--- src/sv/spi_pkg.sv ---
// shared types and constants for the segment plane intersect block
`timescale 1ns / 1ps
package spi_pkg;
    localparam int FracBits = 17;
    localparam int MagBits  = 32;
    localparam int DivSteps = 17;

    localparam logic [1:0] SIDE_ON    = 2'd0;
    localparam logic [1:0] SIDE_ABOVE = 2'd1;
    localparam logic [1:0] SIDE_BELOW = 2'd2;

    // register indexes
    localparam logic [2:0] REG_NORMAL_X  = 3'd0;
    localparam logic [2:0] REG_NORMAL_Y  = 3'd1;
    localparam logic [2:0] REG_NORMAL_Z  = 3'd2;
    localparam logic [2:0] REG_OFFSET    = 3'd3;
    localparam logic [2:0] REG_NEAR_ZERO = 3'd4;

    // word carried through the divider cells
    typedef struct packed {
        logic signed [31:0] start_distance;
        logic signed [31:0] end_distance;
        logic [1:0]         start_side;
        logic [1:0]         end_side;
        logic               crosses;
    } t_info;

    typedef struct packed {
        logic [MagBits:0]   rem;
        logic [MagBits:0]   den;
        logic [MagBits-1:0] num;
        logic [FracBits-1:0] quo;
    } t_div;
endpackage

--- src/sv/spi_div_cell.sv ---
// one restoring division step cell, passing its word to the next cell
`timescale 1ns / 1ps
module spi_div_cell (
    input  logic           i_clk,
    input  logic           i_rst_n,
    input  logic           i_en,
    input  logic           i_valid,
    input  spi_pkg::t_div  i_div,
    input  spi_pkg::t_info i_info,
    output logic           o_valid,
    output spi_pkg::t_div  o_div,
    output spi_pkg::t_info o_info
);
    logic                  r_valid;
    spi_pkg::t_div         r_div;
    spi_pkg::t_info        r_info;
    spi_pkg::t_div         n_div;
    logic [spi_pkg::MagBits+1:0] w_trial;

    // shift in next numerator bit and try a subtract
    always_comb begin
        n_div       = i_div;
        w_trial     = {i_div.rem, i_div.num[spi_pkg::MagBits-1]} - {1'b0, i_div.den};
        n_div.num   = {i_div.num[spi_pkg::MagBits-2:0], 1'b0};
        if (!w_trial[spi_pkg::MagBits+1]) begin
            n_div.rem = w_trial[spi_pkg::MagBits:0];
            n_div.quo = {i_div.quo[spi_pkg::FracBits-2:0], 1'b1};
        end else begin
            n_div.rem = {i_div.rem[spi_pkg::MagBits-1:0], i_div.num[spi_pkg::MagBits-1]};
            n_div.quo = {i_div.quo[spi_pkg::FracBits-2:0], 1'b0};
        end
    end

    always_ff @(posedge i_clk) begin
        if (!i_rst_n) begin
            r_valid <= 1'b0;
        end else if (i_en) begin
            r_valid <= i_valid;
        end
    end

    always_ff @(posedge i_clk) begin
        if (i_en) begin
            r_div  <= n_div;
            r_info <= i_info;
        end
    end

    assign o_valid = r_valid;
    assign o_div   = r_div;
    assign o_info  = r_info;
endmodule

--- config.mk ---
export PLATFORM = sky130hd
export DESIGN_NAME = spi_div_cell
export DESIGN_NICKNAME = d
export VERILOG_FILES = /design/src/sv/spi_pkg.sv /design/src/sv/spi_div_cell.sv
export SDC_FILE = /design/constraint.sdc
export NUM_CORES = 1
export LEC_CHECK = 0
export BUFFER_PORTS_ARGS = -buffer_cell sky130_fd_sc_hd__buf_4
export CAP_MARGIN = 20
export CELL_PAD_IN_SITES_DETAIL_PLACEMENT = 1
export CELL_PAD_IN_SITES_GLOBAL_PLACEMENT = 2
export CORE_MARGIN = 2
export CORE_UTILIZATION = 30
export DETAILED_ROUTE_END_ITERATION = 8
export GPL_ROUTABILITY_DRIVEN = 0
export HOLD_SLACK_MARGIN = 0.12
export PLACE_DENSITY = 0.88
export SLEW_MARGIN = 20
export SYNTH_ARGS = -nofsm -noshare
export SYNTH_HDL_FRONTEND = slang
export SYNTH_SLANG_ARGS = --single-unit
export TNS_END_PERCENT = 10
--- constraint.sdc ---
create_clock -name i_clk -period 4.1 [get_ports i_clk]
set_input_delay 0.205 -clock i_clk [delete_from_list [all_inputs] [get_ports i_clk]]
set_output_delay 0.205 -clock i_clk [all_outputs]
set_load 0.005 [all_outputs]
==> results list <==
- Arithmetic-cell share of the synthesized area counting full adders, half adders and majority gates: around 5.5%
- Vias in the first global route: approximately 7300
- Clock transition at the registers of the reported paths: ~0.08 ns
- Post-synth EDFFs: about 180
- STA classifies the critical path startpoint as an input port.
- During placement, the flow inserted port buffers numbering 370.
- Max Fclk: between 200 and 300 MHz
- Crit Path Max Fanout: 21
- CTS tree: yes
- Of all flip-flops after synthesis, the portion carrying an async set or reset was 0%.
- Clock latency on the worst-skew pair: roughly 0.43 ns
* Number of instances on the worst hold path: 3
- Die Ht: ~170 µm
- Time the worst path needs with I/O delays and setup: about 3.8 ns
* Pin count of the biggest net entering global routing: 91
- The initial antenna violation count is 3.
* Tcrit/Tclk final: about 90%
- The largest individual stage delay along the critical path comes from the cell sky130_fd_sc_hd__dlygate4sd3_1.
* Data arrival time of the worst path: around 4 ns
- Final-stage net count: about 1300
* CTS sink cnt: around 180
- Estimated wirelength of the detail-placed design: 20.4 mm
- Summed over all failing endpoints, the final setup total negative slack is 0 ns.
- The longest clock path from root to sink contains 2 buffers.
- Across all setup checks in the final design, the least slack found is 0.312 ns.
- At the placement stage, the worst setup path has a slack of slightly above 0.5 ns.
* Setup CP Type: input port to flop
- Cell count after placement: ~1200
- Global-route wire length before repair: approximately 49 mm
- Before antenna repair, the detailed router went through 6 iterations.
* Vias per cell: between 4 and 5
- The library cell used most frequently in the layout, excluding fill and tap cells, is sky130_fd_sc_hd__buf_4.
- Data on the critical path is required at its endpoint by approximately 4.3 ns.
- Rel. slew slack: between 40% and 50%
- Post-synthesis simple-gate area fraction: approximately 4.5%
- I/O pin count: roughly 370
- In this run the critical register-to-register path is launched from o_valid.
- Post-synth net total: ~700
* R2r setup slk: 2.88 ns
- The path class of the tightest hold or removal check is input port to flop.
- The worst hold path terminates at o_div[83].
* Count of placed standard cells in the final layout, fillers left out: about 1400
* Die width: between 150 and 200 µm
- Via Count: between 6000 and 7000
* Prevailing post-synth register cell: sky130_fd_sc_hd__edfxtp_1
- DRC violations left: 0
- Total routing resource utilization after global routing: between 20% and 30%
- Hold Path Origin: i_div[82]
- Final number of hold-violating endpoints: 0
* Overall die area: approximately 28000 µm²
- Count of distinct cell types in the synthesized netlist: 52
* Mean area per synthesized cell: roughly 16 µm²
- Total global routing overflow: 0
* Path depth of the worst reg2reg path: 3
- Biggest area consumer among synthesized cells: sky130_fd_sc_hd__edfxtp_1
- The portion of synthesized area spent on multiplexers is slightly above 6%.
- The largest single stage delay on the critical path is slightly below 0.6 ns.
- Static leakage: 5.87 nW
* Main combinational cell family by area after synthesis: compound AO/OA/AOI/OAI gates
- The endpoint identified for the worst register-to-register timing path is o_valid.
- Counting every instance in the synthesized netlist gives 491.
* Clk Tree Root Cell: sky130_fd_sc_hd__clkbuf_16
- Setup violations remaining at the end of the flow were counted as 0.
* Post-CTS setup buffer count: 0
* Synthesized-area fraction occupied by ao, oa, aoi and oai cells: roughly 7.4%
- Fraction of final layout cells with drive strength greater than 1: 41.5%
* Number of max-slew violations in the final report: 0
- Cells along the critical path: dlygate4sd3_1 -> buf_4 -> inv_1 -> ha_1 -> a2111o_1 -> o2111ai_2 -> nand4_1 -> nand3_1 -> o2111ai_2 -> a31oi_4 -> xnor2_4 -> buf_12 -> mux2_4
- By area the synthesized netlist is led by sky130_fd_sc_hd__edfxtp_1 (70%), sky130_fd_sc_hd__ha_1 (5.2%), sky130_fd_sc_hd__mux2_4 (5.2%), sky130_fd_sc_hd__xnor2_1 (2.6%), sky130_fd_sc_hd__inv_1 (2.0%).
- Worst-case clock skew: 0 ns
- Final hold analysis gives a worst-case slack of 0.157 ns.
* Drt wl/cell: ~23 µm
- For this run, the share of the core covered by cells in the final layout is a little over half.
* Detailed-route wire length: between 30 and 40 mm
- Sequential elements use approximately 70% of the synthesized area.
- Setup repair after global routing missed its margin: false
- The initialized floorplan defines between 50 and 60 standard-cell rows.
* Crit path capture type: flop
* Number of hold-repair buffers added at the cts stage: between 150 and 200
* Count of cells resized by post-cts repair: 0
- Synthesized area: slightly below 8000 µm²
- Area Growth Syn to Fin: 72.3%
- Maximum Capacitance Violations: 0
- Power density over the cells: about 400 nW/µm²
- IR analysis of the VDD net gives a maximum drop of approximately 0.24 mV.
* H-tree Lvls: 4
* CORE AREA: 25900 µm²
* Initial drt markers: 320
* Clock buffers created by TritonCTS: 17
* Total of flip-flops plus latches after synthesis: 184
- The flow ran to the end, and the final reports show no timing, DRC or antenna violations.
* Initial Util: between 30% and 40%
- Post-synth top area share: 69.8%
- Number of fill cells: about 2600
* Yosys warning total: 0
- Slew of the pin with the lowest slew margin: between 0.8 and 0.9 ns
- Most prevalent standard cell on the critical path: sky130_fd_sc_hd__o2111ai_2
* Detail Route Antenna Nets: 0
- Most frequent cells in the layout: sky130_fd_sc_hd__buf_4 (372), sky130_fd_sc_hd__dlygate4sd3_1 (183), sky130_fd_sc_hd__edfxtp_1 (183), sky130_fd_sc_hd__inv_1 (41), sky130_fd_sc_hd__ha_1 (33)
- Of the total synthesized cell area, the portion taken by XOR and XNOR cells is approximately 3.6%.
[per-layer routing]
metal | vias to the layer above | routed length, µm | global-route usage (%)
met4 | 0 | 1360 | 9.57
met5 | - | 0 | 0
li1 | 2991 | - | -
met1 | 3315 | 12400 | 26.8
met3 | 55 | 1740 | 5.39
met2 | 273 | 17400 | 42.8
[cell usage after synthesis (5+ instances only)]
cell,instances
sky130_fd_sc_hd__a21o_1,9
sky130_fd_sc_hd__a21oi_1,30
sky130_fd_sc_hd__nand3_1,7
sky130_fd_sc_hd__mux2_4,27
sky130_fd_sc_hd__xor2_1,6
sky130_fd_sc_hd__edfxtp_1,183
sky130_fd_sc_hd__inv_1,41
sky130_fd_sc_hd__nor2_1,20
sky130_fd_sc_hd__xnor2_1,23
sky130_fd_sc_hd__nand2_1,23
sky130_fd_sc_hd__nand2b_1,5
sky130_fd_sc_hd__o21ai_0,8
sky130_fd_sc_hd__ha_1,33
[critical path: cells and delay by family]
| kind | cells | cell delay (ns) |
|---|---|---|
| fa+ha+maj | 1 | 0.38 |
| simple gates | 2 | 0.34 |
| mux | 1 | 0.32 |
| xor+xnor | 1 | 0.31 |
| buf+inv | 4 | 1.07 |
| compound gates | 4 | 1.30 |
[stage by stage]
step / power, W / area (µm²)
3_5_place_dp: 0.00338 / 11100
5_1_grt: 0.00558 / 13600
3_3_place_gp: 0.00334 / 11100
4_1_cts: 0.00537 / 13600
6_report: 0.00538 / 13600
2_1_floorplan: 0.00279 / 7870
[final cells by class]
class	instances	area, µm²	share of cell area, %
antenna	3	7.51	0.0554
clock buffer	17	425	3.14
clock inverter	15	234	1.73
inverter	41	154	1.13
multi-input combinational	259	2150	15.8
sequential	184	5520	40.7
tap	335	419	3.09
timing repair buffer	557	4660	34.3
[report_power, final]
part	internal (W)	switching, W	leakage [nW]
Combinational	0.000667	0.000505	3.75
Sequential	0.00228	0.0000697	1.80
Clock	0.000917	0.000935	0.318
[how the worst max path moves through the flow]
stage	from	to	slack, ns	depth (start not counted)
finish	i_div[55]	o_div[92]	0.31	13
global route	i_div[93]	o_div[94]	0.09	13
CTS	i_div[93]	o_div[92]	0.37	13
detailed placement	i_div[61]	o_div[104]	0.50	13
global placement	i_div[59]	o_div[94]	0.54	13
floorplan	i_div[48]	o_div[114]	1.22	12
[cells by family after synthesis]
family / count (synthesis)
flops: 184
compound gates: 83
simple gates: 76
buf+inv: 48
mux: 35
fa+ha+maj: 34
xor+xnor: 30
other cells: 1
[sequential cells by signal, summed over array words and instances (netlist names)]
| register | cells |
|---|---|
| o_info | 69 |
| o_div | 114 |
| o_valid | 1 |
No activity file was read; power rests on OpenSTA's default activity.
